===== src/rtl/rbi_pkg.sv =====
// Shared types and constants for the ray/box intersection pipeline.
// No dependencies.
`timescale 1ns / 1ps
package rbi_pkg;

  localparam int FRAC_BITS_DEF = 16;
  localparam int COORD_W       = 32;
  localparam int CFG_ADDR_W    = 2;
  localparam int IN_DATA_W     = 128;
  localparam int OUT_DATA_W    = 40;

  typedef enum logic [CFG_ADDR_W-1:0] {
    REG_BOX_MIN_X = 2'd0,
    REG_BOX_MIN_Y = 2'd1,
    REG_BOX_MAX_X = 2'd2,
    REG_BOX_MAX_Y = 2'd3
  } cfg_reg_t;

  typedef struct packed {
    logic signed [COORD_W-1:0] min_x;
    logic signed [COORD_W-1:0] min_y;
    logic signed [COORD_W-1:0] max_x;
    logic signed [COORD_W-1:0] max_y;
  } box_t;

  typedef struct packed {
    logic signed [COORD_W-1:0] st_x;
    logic signed [COORD_W-1:0] st_y;
    logic signed [COORD_W-1:0] dr_x;
    logic signed [COORD_W-1:0] dr_y;
    logic                      qual_x;
    logic                      qual_y;
    logic                      neg_x;
    logic                      neg_y;
    logic                      fok_x;
    logic                      fok_y;
    logic                      in_both;
  } tag_t;

endpackage


===== src/rtl/rbi_post.sv =====
// Axis choice, saturation, other-axis multiply and box test, three stages.
// Final stage is the output register; depends on rbi_pkg.
`timescale 1ns / 1ps
module rbi_post #(
  parameter int FRAC_BITS = rbi_pkg::FRAC_BITS_DEF
) (
  input  logic                                 clk,
  input  logic                                 rst_n,
  input  logic                                 en,
  input  rbi_pkg::box_t                        box,
  input  logic                                 in_vld,
  input  logic [rbi_pkg::COORD_W+FRAC_BITS-1:0] quo_x,
  input  logic [rbi_pkg::COORD_W+FRAC_BITS-1:0] quo_y,
  input  rbi_pkg::tag_t                         in_tag,
  output logic                                 out_vld,
  output logic                                 out_hit,
  output logic [rbi_pkg::COORD_W-1:0]           out_scale,
  output logic                                 out_sat
);

  localparam int CW    = rbi_pkg::COORD_W;
  localparam int NUM_W = CW + FRAC_BITS;
  localparam logic [NUM_W-1:0] POS_LIM = NUM_W'(33'h0_7fff_ffff);
  localparam logic [NUM_W-1:0] NEG_LIM = NUM_W'(33'h0_8000_0000);

  logic                 a_vld_r, a_any_r, a_inb_r, a_fok_r, a_ysel_r, a_sat_r;
  logic signed [CW-1:0] a_sc_r, a_st_r, a_dr_r;
  logic                 a_any_nxt, a_fok_nxt, a_ysel_nxt, a_sat_nxt, a_neg;
  logic signed [CW-1:0] a_sc_nxt;
  logic [NUM_W-1:0]     a_mag;

  always_comb begin
    a_ysel_nxt = in_tag.qual_y && (!in_tag.qual_x || (quo_y > quo_x));
    a_any_nxt  = in_tag.qual_x || in_tag.qual_y;
    a_mag      = a_ysel_nxt ? quo_y : quo_x;
    a_neg      = a_ysel_nxt ? in_tag.neg_y : in_tag.neg_x;
    a_fok_nxt  = a_ysel_nxt ? in_tag.fok_y : in_tag.fok_x;
    a_sat_nxt  = a_any_nxt && (a_neg ? (a_mag > NEG_LIM) : (a_mag > POS_LIM));
    if (!a_any_nxt) begin
      a_sc_nxt = '0;
    end else if (a_sat_nxt) begin
      a_sc_nxt = a_neg ? 32'sh8000_0000 : 32'sh7fff_ffff;
    end else if (a_neg) begin
      a_sc_nxt = -$signed(a_mag[CW-1:0]);
    end else begin
      a_sc_nxt = $signed(a_mag[CW-1:0]);
    end
  end

  logic                     b_vld_r, b_any_r, b_inb_r, b_fok_r, b_ysel_r, b_sat_r;
  logic signed [CW-1:0]     b_sc_r, b_st_r;
  logic signed [2*CW-1:0]   b_prod_r;
  logic signed [2*CW-1:0]   b_prod_nxt;

  assign b_prod_nxt = a_sc_r * a_dr_r;

  logic signed [2*CW-1:0] c_sh;
  logic signed [2*CW:0]   c_pos, c_lo, c_hi;
  logic                   c_hit_nxt;

  always_comb begin
    c_sh  = b_prod_r >>> FRAC_BITS;
    c_pos = {{(CW+1){b_st_r[CW-1]}}, b_st_r} + {c_sh[2*CW-1], c_sh};
    c_lo  = b_ysel_r ? {{(CW+1){box.min_x[CW-1]}}, box.min_x}
                     : {{(CW+1){box.min_y[CW-1]}}, box.min_y};
    c_hi  = b_ysel_r ? {{(CW+1){box.max_x[CW-1]}}, box.max_x}
                     : {{(CW+1){box.max_y[CW-1]}}, box.max_y};
    c_hit_nxt = b_any_r ? (b_fok_r && (c_pos >= c_lo) && (c_pos <= c_hi)) : b_inb_r;
  end

  logic                 c_vld_r, c_hit_r, c_sat_r;
  logic [CW-1:0]        c_sc_r;

  always_ff @(posedge clk) begin
    if (!rst_n) begin
      a_vld_r <= 1'b0;
      b_vld_r <= 1'b0;
      c_vld_r <= 1'b0;
    end else if (en) begin
      a_vld_r <= in_vld;
      b_vld_r <= a_vld_r;
      c_vld_r <= b_vld_r;
    end
  end

  always_ff @(posedge clk) begin
    if (en) begin
      a_any_r  <= a_any_nxt;
      a_inb_r  <= in_tag.in_both;
      a_fok_r  <= a_fok_nxt;
      a_ysel_r <= a_ysel_nxt;
      a_sat_r  <= a_sat_nxt;
      a_sc_r   <= a_sc_nxt;
      a_st_r   <= a_ysel_nxt ? in_tag.st_x : in_tag.st_y;
      a_dr_r   <= a_ysel_nxt ? in_tag.dr_x : in_tag.dr_y;
      b_any_r  <= a_any_r;
      b_inb_r  <= a_inb_r;
      b_fok_r  <= a_fok_r;
      b_ysel_r <= a_ysel_r;
      b_sat_r  <= a_sat_r;
      b_sc_r   <= a_sc_r;
      b_st_r   <= a_st_r;
      b_prod_r <= b_prod_nxt;
      c_hit_r  <= c_hit_nxt;
      c_sat_r  <= b_sat_r;
      c_sc_r   <= b_sc_r;
    end
  end

  assign out_vld   = c_vld_r;
  assign out_hit   = c_hit_r;
  assign out_scale = c_sc_r;
  assign out_sat   = c_sat_r;

endmodule


===== config.mk =====
export PLATFORM = sky130hd
export DESIGN_NAME = rbi_post
export DESIGN_NICKNAME = d
export VERILOG_FILES = /design/src/rtl/rbi_pkg.sv /design/src/rtl/rbi_post.sv
export SDC_FILE = /design/constraint.sdc
export NUM_CORES = 2
export LEC_CHECK = 0
export ABC_CLOCK_PERIOD_IN_PS = 8800
export BUFFER_PORTS_ARGS = -buffer_cell sky130_fd_sc_hd__buf_2
export CAP_MARGIN = 10
export CORE_MARGIN = 4
export CORE_UTILIZATION = 50
export CTS_BUF_LIST = sky130_fd_sc_hd__clkbuf_16
export DETAILED_ROUTE_END_ITERATION = 6
export HOLD_SLACK_MARGIN = 0.05
export PLACE_DENSITY = 0.68
export SETUP_SLACK_MARGIN = 0.15
export SLEW_MARGIN = 20
export SYNTH_ARGS = -nofsm -noshare
export SYNTH_HDL_FRONTEND = slang
export SYNTH_SLANG_ARGS = --single-unit

===== constraint.sdc =====
create_clock -name clk -period 8.8 [get_ports clk]
set_input_delay 1.76 -clock clk [delete_from_list [all_inputs] [get_ports clk]]
set_output_delay 1.76 -clock clk [all_outputs]
set_load 0.03 [all_outputs]

# After elaboration in Yosys (flattened, before gate mapping)
# Index checks and enable logic that the tools add are counted.
# word_totals
register_bits	271
inputBits	363
output_inout_bits	35
elab_cells	49
# classes
add_sub_neg	2
mul	1
magnitude_cmp	5
n_mux	12
n_reduce_logical	7
# ops
cell	count
$mux W32	5
$mux W65	2
$ge A49 B65 Y1	1
$le A49 B65 Y1	1
$mul A32 B32 Y64	1
$add A32 B48 Y49	1
$gt A48 B31 Y1 const B	1
$gt A48 B32 Y1 const B	1
$gt A48 B48 Y1	1
$mux W48	1
$neg A32 Y32	1
$logic_and A1 B1 Y1	4
$mux W1	4
$logic_or A1 B1 Y1	2
$logic_not A1 Y1	1

# Depth between registers and ports, before layout
# logic_depth
word_depth	8
mapped_depth	30
mapped_depth_nobuf	29

# Worst setup path before layout
# No wires, ideal clock.
# synth_path
path_kind	reg2reg
startpoint	register a_sc_r[31]
endpoint	register b_prod_r[62] (data pin)
setup_ns	0.258
t_arrival_ns	7.828
required_ns	8.542
slack_ns	0.714
path_stages_with_launch	27
n_path_buf	2
period_less_slack_ns	8.086
path_cell_list	edfxtp_1 > clkbuf_1 > nand2_1 > inv_1 > fa_1 > inv_1 > fa_1 > inv_1 > fa_1 > fa_1 > fa_1 > fa_1 > inv_1 > fa_1 > fa_1 > inv_1 > ha_1 > clkbuf_1 > and3_1 > and3_1 > nand4_1 > nor2_1 > o2bb2ai_1 > a21oi_1 > a311oi_1 > a21oi_1 > xnor2_1
# synth_via
elab_chain_cells	1
# synth_lines
element	line_no	rtl
start, declared	rbi_post.sv:27	logic signed [CW-1:0] a_sc_r, a_st_r, a_dr_r;
start signal, assigned	rbi_post.sv:93	a_sc_r <= a_sc_nxt;
$mul A32 B32 Y64	rbi_post.sv:55	assign b_prod_nxt = a_sc_r * a_dr_r;
named net b_prod_nxt[62]	rbi_post.sv:53	logic signed [2*CW-1:0] b_prod_nxt;
end signal, assigned	rbi_post.sv:103	b_prod_r <= b_prod_nxt;
end, declared	rbi_post.sv:52	logic signed [2*CW-1:0] b_prod_r;
# The timed path passes the listed nets, and every way through them passes these cells.
# A chain may end at the register's enable or synchronous reset.

# Final worst setup path
# layout_path
startpoint	register a_dr_r[18]
endpoint	register b_prod_r[62] (data pin)
# layout_via
elab_chain_cells	1
# layout_lines
element	line_no	rtl
start, declared	rbi_post.sv:27	
start signal, assigned	rbi_post.sv:95	a_dr_r <= a_ysel_nxt ? in_tag.dr_x : in_tag.dr_y;
$mul A32 B32 Y64	rbi_post.sv:55	
named net b_prod_nxt[62]	rbi_post.sv:53	
# The timed path passes the listed nets, and every way through them passes these cells.

==> out/results.txt <==
The run finished with clean final reports. The setup total negative slack is 0 ns, and the height of the die is 333.2 um. Dividing the detail-routed via count by the number of cells gives 5.322. The number of DRC violations after detailed routing was 0; the synthesis-to-layout area growth was 11.21%. The post-route netlist has 13.26% of its cells at a drive strength greater than 1. Clock skew on the completed layout was measured at 0.03379 ns. For this run, the number of Yosys warnings is 0. In this run the tool buffered the top-level ports with 397 buffer cells.

The proportion of netlist area held by the largest area contributor works out to 40.97%. The worst hold-check path type was reg -> reg. At the pin with the least slew margin, the transition time is 0.9741 ns.

The later pin in the worst-skew pair is clocked with a latency of 0.59 ns. The count of final max-slew check failures came out at 0. Setup repair after global routing left no endpoint under its margin.

The initial antenna violation count was 1. The mean area per synthesized cell works out to 9.843 um^2. The post-detailed-placement half-perimeter wirelength is 116,500 um. The synthesized instance count was 5,372; the number of H-tree levels was 2. Distinct cell type count of the synthesized netlist: 75.

Along the worst path, the maximum fanout reaches 10. The synthesized-area fraction occupied by and/or/nand/nor cells works out to 14.41%. The finished cells cover 0.05880 mm^2. In the final routed layout, each cell accounts on average for 19.73 um.

The number of buffers added by the clock tree synthesis step was 35. By area the synthesized netlist is led by fa_1 41%, edfxtp_1 14%, ha_1 8.9%, inv_1 8.2%, and2_1 6.0%. The flip-flop and latch count after synthesis was 255; the area occupied by multi-input gates was 0.04000 mm^2. By startpoint and endpoint, the worst setup path is classified as reg -> reg. The final critical delay including setup and external delays is 8.408 ns. 398 I/O pins were placed. Total global-route track usage: 25.53%.

Across the run, the number of max-cap violations was 0. In the final layout, flip-flops and latches occupy 0.007627 mm^2. The endpoint required time on the critical path is 9.11 ns, and the clock slew at the register clock pins of the worst setup and hold paths is 0.06 ns. Post-synthesis cell type with the largest combined area: fa_1. By area, the combinational part of the netlist is dominated by adder cells. In the final design database the tool counted 7,587 nets. Count of final setup violators: 0. Among all cell types in the netlist, the one instantiated most often is inv_1.

Data on the critical path arrives at its endpoint at 8.72 ns. The tools report the startpoint class of the critical path as a flop. After synthesis, flip-flops and latches occupy 14.43% of the total area. Summed over all layers, the global routing overflow is 0. Once detail routing completed, the nets flagged for antenna violations numbered 0.

Of all flip-flops after synthesis, the portion carrying an async set or reset was 0%. Most common flop cell mapped by yosys: edfxtp_1. The commonest cells after synthesis are 1,161 x inv_1, 1,082 x fa_1, 566 x nand2_1, 511 x and2_1, 375 x ha_1. The logs give 119 for the number of rows in the core area and 7,186 for the post-layout instance count excluding filler cells.

In this design, the stage delay of the slowest critical-path cell is 0.67 ns. The tools report the total wirelength of the detailed-routed design as 141,800 um. The worst pin sits at a relative slew slack of 35.06%. The number of hold-slack violations in the final timing report is 0. The fraction of synthesized area in multiplexers is 3.841%. The type of destination of the critical path was a flop.

The global placer's final weighted congestion is 0.8904, and the largest net degree at the start of global routing is 136. The detailed router finished its first iteration with 2,686 violations. The number of nets handed over by synthesis was 7,192.

The die covers 0.1110 mm^2. The clock passes through at most 3 buffers. The effective utilization at floorplan is 50.30%. Iteration count of the initial detailed-routing pass: 5. The via count is 38,240. Yosys mapped a number of flops with a built-in enable equal to 252. Based on the critical path, the design can be clocked at up to 118.9 MHz.

The root buffer cell is clkbuf_16. The most repeated library cell on the critical path was fa_1. The synthesized netlist devotes 5.878% of its cell area to compound gates.

The final period utilization came out at 95.55%. The core region is 0.1051 mm^2. The fraction of the mapped netlist area in adder cells was 49.84%. After Yosys synthesis, XOR and XNOR cells account for 1.607% of the synthesized area. The count of fill cells added during filler insertion was 9,207; the wire length of the first global-routing pass was 223,800 um. Counting tap cells, the placed design contains a total of 7,061 instances. The post-place instance area is 0.05691 mm^2, and the number of sinks on the clock net is 255. The largest individual stage delay along the critical path comes from the cell edfxtp_1. TritonCTS built the clock tree.

The tools report the number of global-route vias before repair as 40,550. The post-synthesis instance area is 0.05287 mm^2, and the chip width is 333.2 um.
==> state kept, by name, indices dropped and copies added, names as in the netlist, 32 cells and up <==
register and flops:
a_sc_r 32, a_st_r 32, a_dr_r 32, b_sc_r 32, b_st_r 32, b_prod_r 48, out_scale 32
==> kinds of logic (layout without fill, tap and decap cells) <==
| group | count (synthesis) | in the layout |
|---|---|---|
| xor+xnor | 97 | 97 |
| fa+ha+maj | 1457 | 1457 |
| other cells | 0 | 1 |
| compound gates | 475 | 475 |
| buf+inv | 1401 | 1823 |
| mux | 191 | 191 |
| flops | 255 | 255 |
| simple gates | 1496 | 1496 |
==> layer usage <==
layer | vias to the layer above | track usage [%] | wire (um) | part of all wire [%]
met5 | - | 0 | 0 | 0
met4 | 0 | 5.638 | 3478 | 2.5
met3 | 182 | 7.531 | 14190 | 10
met2 | 1468 | 39.42 | 62350 | 44
met1 | 19140 | 36.02 | 61780 | 44
li1 | 17450 | - | - | -
==> final timing paths <==
path / cells after the start / slack [ns] / startpoint / to
worst max-delay path: 27 / 0.39 / a_dr_r[18]$_DFFE_PP_ / b_prod_r[62]$_DFFE_PP_
worst min-delay path: 0 / 0.41 / a_st_r[15]$_DFFE_PP_ / b_st_r[15]$_DFFE_PP_
worst max register to register: 27 / 0.39 / a_dr_r[18]$_DFFE_PP_ / b_prod_r[62]$_DFFE_PP_
worst min register to register: 0 / 0.41 / a_st_r[15]$_DFFE_PP_ / b_st_r[15]$_DFFE_PP_
==> critical path, delay by kind of cell, from the launching register on <==
family                   cells  cell delay [ns]
adder cells (fa/ha/maj)      9             4.51
flip-flops                   1             0.67
buffers and inverters        7             0.62
AO/OA/AOI/OAI                5             0.98
AND/OR/NAND/NOR              5             1.23
XOR/XNOR                     1             0.13
==> stage by stage <==
stage / setup slack, ns / hold slack (ns) / utilization, %
final: 0.3920 / 0.4100 / 55.94
after global routing: 0.1596 / 0.4131 / 55.94
after detailed placement: -0.00008793 / 0.4052 / 54.14
after CTS: 0.1535 / 0.4110 / 55.34
after global placement: 0.1361 / 0.4009 / 54.14
after floorplan: 0.7140 / 0.4003 / -
==> final cells by class <==
cell class                      instances  area share, %
Clock inverter                         28         0.4702
Timing Repair Buffer                  597          6.613
Clock buffer                           36          1.532
Antenna cell                            1       0.004256
Multi-Input combinational cell       3716          68.02
Sequential cell                       255          12.97
Tap cell                             1391          2.960
Inverter                             1162          7.426
==> layout by cell type, fill, tap and decap left out, types with 121 or more instances in the layout <==
cell,synthesis,routed
and2_1,511,511
inv_1,1161,1164
edfxtp_1,252,252
buf_4,2,165
ha_1,375,375
buf_2,15,396
nor2_1,122,121
nand2_1,566,566
fa_1,1082,1082
a21oi_1,141,140
==> repair_timing <==
action                     CTS  global route
resized for setup            1             5
hold buffers                 0             0
setup buffers                9            51
setup endpoints to repair    9            23
pin swaps                    0             0
Power is left out: the tool's default activity adds up to more than one toggle a clock period on the data nets, which glitch-free logic cannot reach.
